## config.mk

```make
export PLATFORM = sky130hd
export DESIGN_NAME = fpvn_div_cell
export DESIGN_NICKNAME = d
export VERILOG_FILES = /design/src/rtl/fpvn_pkg.sv /design/src/rtl/fpvn_div_cell.sv
export SDC_FILE = /design/constraint.sdc
export NUM_CORES = 1
export LEC_CHECK = 0
export BUFFER_PORTS_ARGS = -buffer_cell sky130_fd_sc_hd__buf_2
export CORE_MARGIN = 5
export CORE_UTILIZATION = 49
export CTS_CLUSTER_DIAMETER = 30
export DETAILED_ROUTE_END_ITERATION = 10
export GPL_TIMING_DRIVEN = 0
export PLACE_DENSITY = 0.93
export RECOVER_POWER = 50
export SLEW_MARGIN = 30
export SYNTH_ARGS = -nofsm -noshare
export SYNTH_HDL_FRONTEND = slang
export SYNTH_SLANG_ARGS = --single-unit
```

## constraint.sdc

```tcl
create_clock -name clk_i -period 1.8 [get_ports clk_i]
set_clock_uncertainty 0.2 [all_clocks]
set_input_delay 0.27 -clock clk_i [delete_from_list [all_inputs] [get_ports clk_i]]
set_output_delay 0.27 -clock clk_i [all_outputs]
set_load 0.005 [all_outputs]
```

## src/rtl/fpvn_pkg.sv

```systemverilog
// Shared types and constants for the fixed-point vector normalizer.
`timescale 1ns / 1ps
package fpvn_pkg;

  localparam int CompW    = 24;
  localparam int UnitW    = 20;
  localparam int SqW      = 32;
  localparam int RootW    = 16;
  localparam int SqrtCells = 16;
  localparam logic [SqW-1:0] SqrtTopBit = 32'h4000_0000;

  typedef struct packed {
    logic signed [CompW-1:0] z;
    logic signed [CompW-1:0] y;
    logic signed [CompW-1:0] x;
  } vec_t;

  typedef struct packed {
    logic [SqW-1:0] rem;
    logic [SqW-1:0] res;
  } sqrt_t;

endpackage

```

## src/rtl/fpvn_div_cell.sv

```systemverilog
// One cell of the restoring divider chain: settles one reciprocal bit.
`timescale 1ns / 1ps
module fpvn_div_cell
  import fpvn_pkg::*;
#(
  parameter int QW     = 25,
  parameter bit NumBit = 1'b0
) (
  input  logic             clk_i,
  input  logic             rst_ni,
  input  logic             en_i,
  input  logic             valid_i,
  input  logic [RootW-1:0] root_i,
  input  logic [RootW-1:0] rem_i,
  input  logic [QW-1:0]    quo_i,
  input  vec_t             vec_i,
  output logic             valid_o,
  output logic [RootW-1:0] root_o,
  output logic [RootW-1:0] rem_o,
  output logic [QW-1:0]    quo_o,
  output vec_t             vec_o
);

  logic             valid_q;
  logic [RootW-1:0] root_q, rem_d, rem_q;
  logic [QW-1:0]    quo_d, quo_q;
  vec_t             vec_q;
  logic [RootW:0]   shifted, diff;
  logic             take;

  always_comb begin
    shifted = {rem_i, NumBit};
    diff    = shifted - {1'b0, root_i};
    take    = (shifted >= {1'b0, root_i});
    rem_d   = take ? diff[RootW-1:0] : shifted[RootW-1:0];
    quo_d   = {quo_i[QW-2:0], take};
  end

  always_ff @(posedge clk_i or negedge rst_ni) begin
    if (!rst_ni) begin
      valid_q <= 1'b0;
    end else if (en_i) begin
      valid_q <= valid_i;
    end
  end

  always_ff @(posedge clk_i) begin
    if (en_i) begin
      root_q <= root_i;
      rem_q  <= rem_d;
      quo_q  <= quo_d;
      vec_q  <= vec_i;
    end
  end

  assign valid_o = valid_q;
  assign root_o  = root_q;
  assign rem_o   = rem_q;
  assign quo_o   = quo_q;
  assign vec_o   = vec_q;

endmodule

```

==> metrics list <==
- Run status: complete, but fails checks
- Failing checks: negative setup slack
* Post-detailed-placement cell area: 6660 um2
- Critical Path AT: 2.30 ns
- Number of enable flip-flop cells after synthesis: 129
* Via-to-Cell Ratio: 5.98
* Number of hold violations in the final report: 0
- Of the post-synthesis cell area, the dominant cell type holds 0.765.
- # Max-Cap Violations: 0
* Nets in the synthesized netlist: 435
* Most used flip-flop cell after synthesis: sky130_fd_sc_hd__edfxtp_1
- Critical path cell sequence: buf_4 -> inv_1 -> ha_4 -> nor2b_4 -> o21bai_4 -> nand3_1 -> a311oi_1 -> xnor2_1 -> mux2_4
- Area contributors post-synth: sky130_fd_sc_hd__edfxtp_1 77%, sky130_fd_sc_hd__ha_1 4.0%, sky130_fd_sc_hd__mux2_4 1.8%
- Cell Pwr Density: 1000 nW/um2
* Slew at the pin closest to its max-slew limit: 0.612 ns
* Maximum number of pins on one net before global-route repair: 85
* Maximum achievable frequency: 0.448 GHz
- For this run, the share of the core covered by cells in the final layout is 0.895.
- Once layout is done, the placed cells without fillers occupy 9120 um2.
- STA classifies the critical path endpoint as a flip-flop.
- Beginning of the critical path: root_i[1]
- The floorplan step defined a die boundary enclosing 12,500 um2.
- The worst register-to-register path begins at valid_o$_DFFE_PN0P_.
- TritonCTS built the clock tree.
- Final setup violating endpoints: 17
- Total via count after detailed routing: 5,223
- Tightest slew margin relative to the limit: 0.589
- The worst hold path begins at root_i[1].
* Top delay family on crit path: compound AO/OA/AOI/OAI gates
- Post-synthesis cell type with the largest combined area: sky130_fd_sc_hd__edfxtp_1
- Summed over all layers, the global routing overflow is 0.
* Peak per-stage delay on the critical path: 0.62 ns
- In the global route stage, overall resource usage came out at 0.394.
- Clock latency on the worst-skew pair, taken at its later pin, is 0.53 ns.
- Drt total wl: 26,200 um
- Number of nets in the final layout: 873
* Critical Path Fanout Max: 3
* Pre-CTS setup slack: -1.06 ns
* Largest vdd supply drop: 0.000920 V
* Wire length of the first global-routing pass: 35,200 um
- The die is 112 um tall.
* Die Span X: 112 um
- In the post-synthesis netlist, the cell with the most instances is sky130_fd_sc_hd__edfxtp_1.
- Final Wtd Congestion: 0.926
- Starting utilization of the core area: 0.497
* Critical Path Start Type: input pin
- Post-synthesis instance total: 285
- Root buf cell: sky130_fd_sc_hd__clkbuf_8
- Post-Layout Cell Count: 874
- Each instance of the synthesized netlist takes up on average 17.8 um2.
- The critical path is of the in2reg type.
- Cell Count Post-Placement: 683
- Across all hold checks on the routed design, the worst slack comes to 0.132 ns.
* Number of sinks driven by the clock tree: 130
- Total negative slack: -5.55 ns
* Commonest cells in the synthesized netlist: 129 x sky130_fd_sc_hd__edfxtp_1, 19 x sky130_fd_sc_hd__inv_1, 16 x sky130_fd_sc_hd__ha_1
* Class of the tightest hold or removal check: in2reg
- In the post-route analysis, the smallest setup slack over all paths is -0.430 ns.
* Final worst path period share: 1.24
* RSZ-0062 raised after global routing: true
- Final count of pins violating max slew: 0
- First-pass iteration count of the detailed router: 6
- After detailed routing, the number of remaining DRC violations is 0.
* Count of input and output buffers: 261
* Max Root-Sink Buffers: 2
* Core Rows: 37
- Final min period: 2.23 ns
- Area of the mapped netlist: 5060 um2
- I/O pins: 263
- Compared with the post-synthesis result, the final layout area differs by 80.2%.
- The H-tree was split into 4 levels.
* Number of storage elements in the synthesis netlist: 130
* Portion of the post-synthesis area used by sequential elements: 0.770
* Proportion of register bits with asynchronous set or reset after synthesis: 0.00769
- After clock tree synthesis, the clock-pin slew on the worst setup and hold paths is 0.06 ns.
- The synthesized netlist contains 44 unique library cells.
- Of the cells placed in the final design, the portion with a size suffix greater than 1 is 0.497.
* Number of warnings reported in the yosys synthesis log: 0
- Area of the core: 10,200 um2
* Dpl hpwl: 11,300 um
* Data required time at the worst endpoint: 1.87 ns
* Initial antenna violation count: 2
* Detailed-route wire length per cell: 30.0 um
- The analysis attributes to cell leakage a power of 3.90 nW.
- Clock tree synthesis inserted a total of 17 buffers.
- Number of global-route vias before repair: 5,051
* Final Power: 9.16 mW
* Count of routing violations after the opening detailed-route iteration: 726
- Counting both buffers and inverters, the worst setup path holds a total of 2.
* Post-route antenna net violation count: 0
- For this design, the slowest cell found on the critical path is sky130_fd_sc_hd__a311oi_1.
- Fill cell instance count of the final layout: 413
sequential cells by signal, summed over array words and instances, names as in the netlist:
signal,cells
rem_o,16
quo_o,25
vec_o,72
valid_o,1
root_o,16
metal layers:
metal  track usage  up-vias  wire (um)
met3         0.135      160       3310
met4         0.213        0       1810
met1         0.444     2459       8630
met5             0        -          0
met2         0.659      626      12400
li1              -     1978          -
layout by cell type (no fill, tap or decap), drive strengths merged, types with 3 or more instances in the layout:
cell	instances
o21bai	3
nor3	3
a21o	5
a211oi	3
inv	24
ha	16
clkinv	6
o21a	3
o21ai	7
o211ai	3
nor2	11
xor2	5
nand2	10
dlygate4sd3	130
or3	3
and2	3
xnor2	6
buf	272
edfxtp	129
a21oi	11
mux2	13
bufinv	3
nor2b	3
nand3	5
clkbuf	37
tightest hold or removal path, cell delays in order:
cell and delay [ns]:
sky130_fd_sc_hd__buf_4 0.12, sky130_fd_sc_hd__fa_2 0.22, sky130_fd_sc_hd__mux2i_2 0.07
final timing paths:
check                                            to  slack (ns)  cells after the start
worst max register to register  valid_o$_DFFE_PN0P_        0.83                      1
worst max-delay path             rem_o[9]$_DFFE_PP_       -0.43                      9
worst min register to register  valid_o$_DFFE_PN0P_        0.35                      1
worst min-delay path             rem_o[1]$_DFFE_PP_        0.13                      3
max in group asynchronous       valid_o$_DFFE_PN0P_        0.81                      3
min in group asynchronous       valid_o$_DFFE_PN0P_        0.46                      3
power breakdown:
part	internal [mW]	switching, mW	leakage (nW)
Sequential	3.65	0.126	1.27
Clock	2.14	1.51	0.295
Combinational	0.887	0.852	2.33
area by class of cell:
class,instances,area [um2],share of cell area
flip-flops and latches,130,3900,0.428
repair buffers,420,2960,0.325
multi-input cells,134,1390,0.152
clock buffers,18,418,0.0458
clock inverters,14,175,0.0192
well taps,136,170,0.0187
inverters,19,83.8,0.00919
plain buffers,1,20.0,0.00220
diodes,2,5.00,0.000549
logic make-up (layout without fill, tap and decap cells):
| kind of cell | count (synthesis) | in the layout | synth area share |
|---|---|---|---|
| flip-flops | 130 | 130 | 0.770 |
| other | 0 | 2 | 0 |
| adder cells (fa/ha/maj) | 17 | 17 | 0.0435 |
| AND/OR/NAND/NOR | 46 | 46 | 0.0465 |
| buffers and inverters | 21 | 472 | 0.0190 |
| multiplexers | 15 | 15 | 0.0373 |
| XOR/XNOR | 11 | 11 | 0.0190 |
| AO/OA/AOI/OAI | 45 | 45 | 0.0643 |
what timing repair did:
item,4_1_cts,5_1_grt
setup buffers,23,4
resized for setup,64,19
cloned,0,1
setup endpoints to repair,16,18
hold buffers,130,0
pin swaps,22,13
hold endpoints to repair,175,0
Note: power is estimated with default switching activity, not from simulation.
