**src/rtl/fpvn_pkg.sv**
```systemverilog
// Shared types and constants for the fixed-point vector normalizer.
`timescale 1ns / 1ps
package fpvn_pkg;

  localparam int CompW    = 24;
  localparam int UnitW    = 20;
  localparam int SqW      = 32;
  localparam int RootW    = 16;
  localparam int SqrtCells = 16;
  localparam logic [SqW-1:0] SqrtTopBit = 32'h4000_0000;

  typedef struct packed {
    logic signed [CompW-1:0] z;
    logic signed [CompW-1:0] y;
    logic signed [CompW-1:0] x;
  } vec_t;

  typedef struct packed {
    logic [SqW-1:0] rem;
    logic [SqW-1:0] res;
  } sqrt_t;

endpackage

```
**src/rtl/fpvn_sqrt_cell.sv**
```systemverilog
// One cell of the bit-by-bit square root chain: settles one root bit.
`timescale 1ns / 1ps
module fpvn_sqrt_cell
  import fpvn_pkg::*;
#(
  parameter int Idx = 0
) (
  input  logic  clk_i,
  input  logic  rst_ni,
  input  logic  en_i,
  input  logic  valid_i,
  input  sqrt_t sq_i,
  input  vec_t  vec_i,
  output logic  valid_o,
  output sqrt_t sq_o,
  output vec_t  vec_o
);

  localparam logic [SqW-1:0] Bit = SqrtTopBit >> (2 * Idx);

  logic  valid_q;
  sqrt_t sq_d, sq_q;
  vec_t  vec_q;
  logic [SqW-1:0] trial;

  always_comb begin
    trial = sq_i.res + Bit;
    if (sq_i.rem >= trial) begin
      sq_d.rem = sq_i.rem - trial;
      sq_d.res = (sq_i.res >> 1) + Bit;
    end else begin
      sq_d.rem = sq_i.rem;
      sq_d.res = sq_i.res >> 1;
    end
  end

  always_ff @(posedge clk_i or negedge rst_ni) begin
    if (!rst_ni) begin
      valid_q <= 1'b0;
    end else if (en_i) begin
      valid_q <= valid_i;
    end
  end

  always_ff @(posedge clk_i) begin
    if (en_i) begin
      sq_q  <= sq_d;
      vec_q <= vec_i;
    end
  end

  assign valid_o = valid_q;
  assign sq_o    = sq_q;
  assign vec_o   = vec_q;

endmodule

```
**config.mk**
```make
export PLATFORM = sky130hd
export DESIGN_NAME = fpvn_sqrt_cell
export DESIGN_NICKNAME = d
export VERILOG_FILES = /design/src/rtl/fpvn_pkg.sv /design/src/rtl/fpvn_sqrt_cell.sv
export SDC_FILE = /design/constraint.sdc
export NUM_CORES = 1
export LEC_CHECK = 0
export ABC_AREA = 0
export CAP_MARGIN = 20
export CORE_MARGIN = 5
export CORE_UTILIZATION = 60
export CTS_BUF_LIST = sky130_fd_sc_hd__clkbuf_2 sky130_fd_sc_hd__clkbuf_4 sky130_fd_sc_hd__clkbuf_8
export DETAILED_ROUTE_END_ITERATION = 12
export DONT_BUFFER_PORTS = 1
export PLACE_DENSITY = 0.8
export SYNTH_ARGS = -nofsm -noshare
export SYNTH_HDL_FRONTEND = slang
export SYNTH_SLANG_ARGS = --single-unit
```
**constraint.sdc**
```tcl
create_clock -name clk_i -period 0.8 [get_ports clk_i]
set_input_delay 0.04 -clock clk_i [delete_from_list [all_inputs] [get_ports clk_i]]
set_output_delay 0.04 -clock clk_i [all_outputs]
set_load 0.01 [all_outputs]
```
==> results of run 1 <==
==> worst min-delay path by stage <==
stage / from / end / slack, ns / cells past startpoint
after CTS: en_i / sq_o[51] / -0.31 / 0
after detailed placement: rst_ni / valid_o / -0.26 / 0
after global routing: en_i / sq_o[48] / -0.33 / 0
after floorplan: rst_ni / valid_o / -0.26 / 0
final: en_i / sq_o[23] / -0.30 / 0
after global placement: rst_ni / valid_o / -0.26 / 0
==> sequential cells by signal, summed over array words and instances (netlist names) <==
register,count
sq_o,64
valid_o,1
vec_o,72
==> cell families after synthesis <==
kind of cell               after synthesis  share of synthesized area (%)
muxes                                   34                           5.82
adders and majority gates               33                           6.48
AOI/OAI and AO/OA                      109                           11.0
xor gates and xnor gates                27                           3.64
buffers and inverters                   50                           3.24
DFF                                    137                           63.3
and+or+nand+nor                         86                           6.57
==> synthesized netlist by cell type (all sizes together), types with 2 or more instances <==
library cell,count
a31oi,4
nand4b,2
o31ai,2
nand3,12
mux2,30
a21oi,39
o31a,2
edfxtp,136
xnor2,16
ha,32
o22ai,2
or3,3
o2111ai,3
a211oi,4
xor2,11
o21a,10
and4,2
and2,4
o21ai,17
clkbuf,8
nand2,20
buf,3
nor2,22
mux2i,4
a21o,11
nor3,4
inv,39
nor2b,4
o21bai,4
and3,3
o211ai,4
nand4,6
or4,2
==> per-layer routing <==
metal	global-route usage [%]	up-vias
met5	0	-
met4	17.5	0
met3	13.5	227
met2	65.0	669
met1	41.2	2855
li1	-	2329
==> cells in the final DEF, fill, tap and decap left out, drive strengths merged, types with 6 or more instances in the layout <==
master	count
inv	40
edfxtp	136
mux2	30
clkbuf	23
xnor2	16
buf	120
dlygate4sd3	138
o21ai	17
nand3	12
nand2	20
clkinv	6
a21o	11
o21a	10
ha	32
nor2	22
a21oi	39
xor2	11
nand4	6
==> timing repair <==
item / 4_1_cts / 5_1_grt
pin swaps: 2 / 5
resized for setup: 8 / 70
endpoints found under the hold margin: 273 / 138
endpoints found under the setup margin: 171 / 172
setup buffers: 6 / 8
hold buffers: 137 / 1
gates cloned: 1 / 3
==> final cells by class <==
type | count | area [µm²] | share of cell area, %
antenna | 2 | 5.00 | 0.0512
tap | 140 | 175 | 1.79
clock buffer | 21 | 283 | 2.89
multi-input combinational | 289 | 2520 | 25.8
inverter | 39 | 173 | 1.76
timing repair buffer | 260 | 2420 | 24.8
sequential | 137 | 4110 | 42.0
clock inverter | 11 | 95.1 | 0.972
==> where the power goes <==
group	switching, mW	total (mW)	leakage, nW	internal (mW)
sequential	0.817	9.58	1.34	8.76
combinational	2.22	4.82	2.49	2.60
clock	2.99	5.72	0.192	2.73
==> per-stage QoR <==
stage / utilization (%) / power (mW) / hold WS, ns / area (µm²)
final: 91.0 / 20.1 / -0.304 / 9780
after detailed placement: 69.9 / 12.6 / -0.256 / 7510
after global routing: 91.0 / 20.6 / -0.328 / 9780
after global placement: 69.9 / 12.5 / -0.256 / 7510
after floorplan: - / 11.3 / -0.256 / 6580
after CTS: 87.0 / 18.6 / -0.313 / 9350
==> run summary, run 1 <==
DRT iter0 DRCs: 833
CP max stage delay: 0.30 ns
Fin. Hold Viols: 137
H-tree depth: 4
Cells on worst reg2reg path: 2
Crit path required time: 1.00 ns
Fin Clk Skew: 0 ns
Non-Filler Instances: 899
Critical R2R Capture: valid_o
Total CTS buffers: 17
Min cycle time layout: 2.21 ns
Status: finished, violations left
Relative slew slack: 69.5%
DP HPWL: 14000 µm
Number of cells on the critical path: 13
Layout cells sized above 1: 30.1%
Pre-CTS setup slack: -1.82 ns
Final setup fails: 172
Initial Util: 60.4%
Worst-path clk slew: 0.09 ns
Clock Path Buffers: 2
Clk root buf: clkbuf_8
I/O Buffers: 0
Via Count: 6080
Worst reg2reg setup slack: -0.16 ns
Cell variety after synth: 47
Sequential share of the synthesized area: 63.3%
Row cnt: 38
Setup total negative slack: -66.01 ns
Critical-path top delay cell: mux2_4
Synth Flop Type: edfxtp_1
Nets@finish: 917
CP endpoint kind: flip-flop
Crit path capture: sq_o[50]
M1 WL: 8640 µm
PwrDens: 2060 mW/mm²
Synthesized area per cell: 13.6 µm²
Critical path peak fanout: 5
Synthesized flop and latch total: 137
Remaining DRCs: 0
Post-synth top area share: 62.9%
Yosys top cell by area: edfxtp_1
Total gr overflow: 0
Top cells by area, synth: edfxtp_1 (63%), ha_1 (6.2%), mux2_2 (4.5%)
Inst Count DP: 710
Reg2reg start: valid_o
Antenna violations before repair: 1
Gate Count Post-Synth: 476
EDFF count, synth: 136
Max-cap viol count: 0
Core area: 0.0107 mm²
WL final: 28600 µm
Die Area: 0.0130 mm²
Post-Syn Area: 0.00649 mm²
Crit path cell chain: clkinv_16 > ha_4 > fa_2 > nor2b_4 > o31a_1 > o2111ai_2 > a21oi_2 > a311oi_2 > nand4b_1 > a21oi_4 > buf_6 > clkbuf_16 > mux2_4
Vias per cell: 6.76
I/O pin cnt: 277
Top Layer Used: met4
Fillers: 377
P&R area growth vs syn: 50.7%
DR WL met2: 13700 µm
Top delay family on crit path: compound AO/OA/AOI/OAI gates
Clk sink count: 137
Startpoint Class: input pin
Worst min path class: in -> reg
Failing checks: hold timing, setup timing
DRT antenna net count: 0
Worst VDD drop: 1.28 mV
Die X: 114 µm
Final slew viol count: 0
Final period util: 276%
CTS tree: built
First-pass GRT wire length: 36000 µm
Mapped Nets: 649
GP Congestion: 0.866
Largest net degree at the start of global routing: 138
WP data arrival: 2.41 ns
Vias in the first global route: 5800
Die Y: 114 µm
Ys async rst share: 0.730%
RSZ-0062 raised after global routing: true
Metal3 WL: 3750 µm
WS Path Type: in -> reg
Routed length per placed instance: 31.9 µm
CP Buf/Inv Count: 3
Leak pwr: 4.03 nW
Critical path launch point: sq_i[32]
Min Hold Slack: -0.304 ns
Fmax: 0.453 GHz
Setup WS post-layout: -1.41 ns
Yosys warns: 0
All-Layer GR Usage: 37.6%
First-pass DRT Iterations: 6
Skew-Pair Late Insertion Delay: 0.44 ns
Slew @ Worst Pin: 0.456 ns
No activity file was read; power rests on OpenSTA's default activity.
==> run 2: changes to the inputs <==
--- a/config.mk
+++ b/config.mk
@@ -13,6 +13,7 @@
 export DETAILED_ROUTE_END_ITERATION = 12
 export DONT_BUFFER_PORTS = 1
 export PLACE_DENSITY = 0.8
+export SKIP_CTS_REPAIR_TIMING = 1
 export SYNTH_ARGS = -nofsm -noshare
 export SYNTH_HDL_FRONTEND = slang
 export SYNTH_SLANG_ARGS = --single-unit
==> run summary, run 2 (synthesized netlist as in run 1, its figures left out) <==
Initial Util: 60.4% (unchanged)
Crit path required time: 1.07 ns (was 1.00 ns)
Fin. Hold Viols: 138 (was 137)
Layout cells sized above 1: 29.4% (was 30.1%)
WP data arrival: 2.61 ns (was 2.41 ns)
P&R area growth vs syn: 49.4% (was 50.7%)
DP HPWL: 14000 µm (unchanged)
Remaining DRCs: 0 (unchanged)
I/O pin cnt: 277 (unchanged)
Antenna violations before repair: 0 (was 1)
CP endpoint kind: flip-flop (unchanged)
Total CTS buffers: 17 (unchanged)
Nets@finish: 912 (was 917)
Fillers: 404 (was 377)
Final setup fails: 171 (was 172)
Final slew viol count: 0 (unchanged)
DRT iter0 DRCs: 819 (was 833)
First-pass DRT Iterations: 6 (unchanged)
CTS tree: built (unchanged)
Seq. cell area: 0.00411 mm² (unchanged)
Pre-CTS setup slack: -1.82 ns (unchanged)
Die X: 114 µm (unchanged)
Final period util: 292% (was 276%)
WL final: 26900 µm (was 28600 µm)
Status: finished, violations left (unchanged)
DRT antenna net count: 0 (unchanged)
Via Count: 5973 (was 6080)
Max-cap viol count: 0 (unchanged)
Row cnt: 38 (unchanged)
Routed length per placed instance: 30.2 µm (was 31.9 µm)
First-pass GRT wire length: 25800 µm (was 36000 µm)
Clk root buf: clkbuf_8 (unchanged)
Min Hold Slack: -0.316 ns (was -0.304 ns)
Worst min path class: in -> reg (unchanged)
Final Power: 20.0 mW (was 20.1 mW)
Slew @ Worst Pin: 0.475 ns (was 0.456 ns)
Fmax: 0.429 GHz (was 0.453 GHz)
Largest net degree at the start of global routing: 138 (unchanged)
Skew-Pair Late Insertion Delay: 0.46 ns (was 0.44 ns)
Min cycle time layout: 2.33 ns (was 2.21 ns)
Most frequent cells in the layout: dlygate4sd3_1 (137), edfxtp_1 (136), buf_4 (105) (was dlygate4sd3_1 (138), edfxtp_1 (136), buf_4 (106))
PwrDens: 2060 mW/mm² (about the same)
Leak pwr: 3.99 nW (was 4.03 nW)
Commonest non-fill, non-tap cell in the layout: dlygate4sd3_1 (unchanged)
All-Layer GR Usage: 26.9% (was 37.6%)
Max FFs per register: 72 (unchanged)
Total gr overflow: 0 (unchanged)
WS Path Type: in -> reg (unchanged)
Fin Clk Skew: 0 ns (unchanged)
Critical path peak fanout: 6 (was 5)
Worst-path clk slew: 0.09 ns (about the same)
Die Y: 114 µm (unchanged)
Clock Path Buffers: 2 (unchanged)
H-tree depth: 4 (unchanged)
Cells on worst reg2reg path: 1 (was 2)
Startpoint Class: input pin (unchanged)
Clk sink count: 137 (unchanged)
I/O Buffers: 0 (unchanged)
Vias per cell: 6.69 (was 6.76)
Hold depth: 0 (unchanged)
Final core utilization: 90.3% (was 91.0%)
Die Area: 0.0130 mm² (unchanged)
RSZ-0062 raised after global routing: true (unchanged)
Relative slew slack: 68.2% (was 69.5%)
Footprint of the multi-input gates: 0.00249 mm² (was 0.00252 mm²)
Vias in the first global route: 4466 (was 5800)
Core area: 0.0107 mm² (unchanged)
GP Congestion: 0.866 (unchanged)
Worst VDD drop: 1.71 mV (was 1.28 mV)
Failing checks: hold timing, setup timing (unchanged)
Setup WS post-layout: -1.53 ns (was -1.41 ns)
-- run 2: area by class of cell --
type | instances | area share (%)
antenna | 1 | 0.0258
clock buffer | 21 | 2.91
clock inverter | 11 | 0.980
tap | 140 | 1.81
sequential | 137 | 42.4
timing repair buffer | 255 | 24.5
multi-input combinational | 289 | 25.6
inverter | 39 | 1.78
-- run 2: power breakdown --
group,total [mW],internal (mW),leakage [nW],switching (mW)
combinational,4.67,2.52,2.46,2.15
clock,5.75,2.73,0.192,3.02
sequential,9.56,8.76,1.34,0.801
-- run 2: final timing paths --
check,slack (ns),to,startpoint
setup / recovery,-1.53,sq_o[32],sq_i[32]
max in group asynchronous,0.35,valid_o,rst_ni
hold reg to reg,0.56,valid_o,valid_o
setup reg to reg,0.02,valid_o,valid_o
hold / removal,-0.32,sq_o[25],en_i
min in group asynchronous,0.35,valid_o,rst_ni
-- run 2: routing by layer --
| layer | global-route usage (%) | up-vias | share of wire (%) |
|---|---|---|---|
| met5 | 0 | - | 0 |
| li1 | - | 2326 | - |
| met2 | 46.8 | 642 | 48 |
| met1 | 29.8 | 2824 | 32 |
| met4 | 8.16 | 0 | 7.5 |
| met3 | 11.8 | 181 | 13 |
-- run 2: worst max-delay path: stages --
cell and delay [ns]:
clkinv_16 0.02, ha_4 0.12, fa_2 0.24, nor2b_4 0.05, o31a_1 0.31, o2111ai_2 0.23
a21oi_2 0.09, a311oi_2 0.26, nand4b_1 0.24, a21oi_4 0.23, buf_12 0.17, clkbuf_16 0.16
buf_6 0.11, mux2i_1 0.30
-- run 2: per-stage QoR --
| step | instances | instance area, µm² | setup TNS [ns] |
|---|---|---|---|
| floorplan | 476 | 6580 | -54.03 |
| global placement | 710 | 7510 | -55.35 |
| detailed placement | 710 | 7510 | -59.01 |
| CTS | 742 | 7890 | -62.90 |
| global route | 892 | 9700 | -71.63 |
| finish | 893 | 9700 | -71.68 |
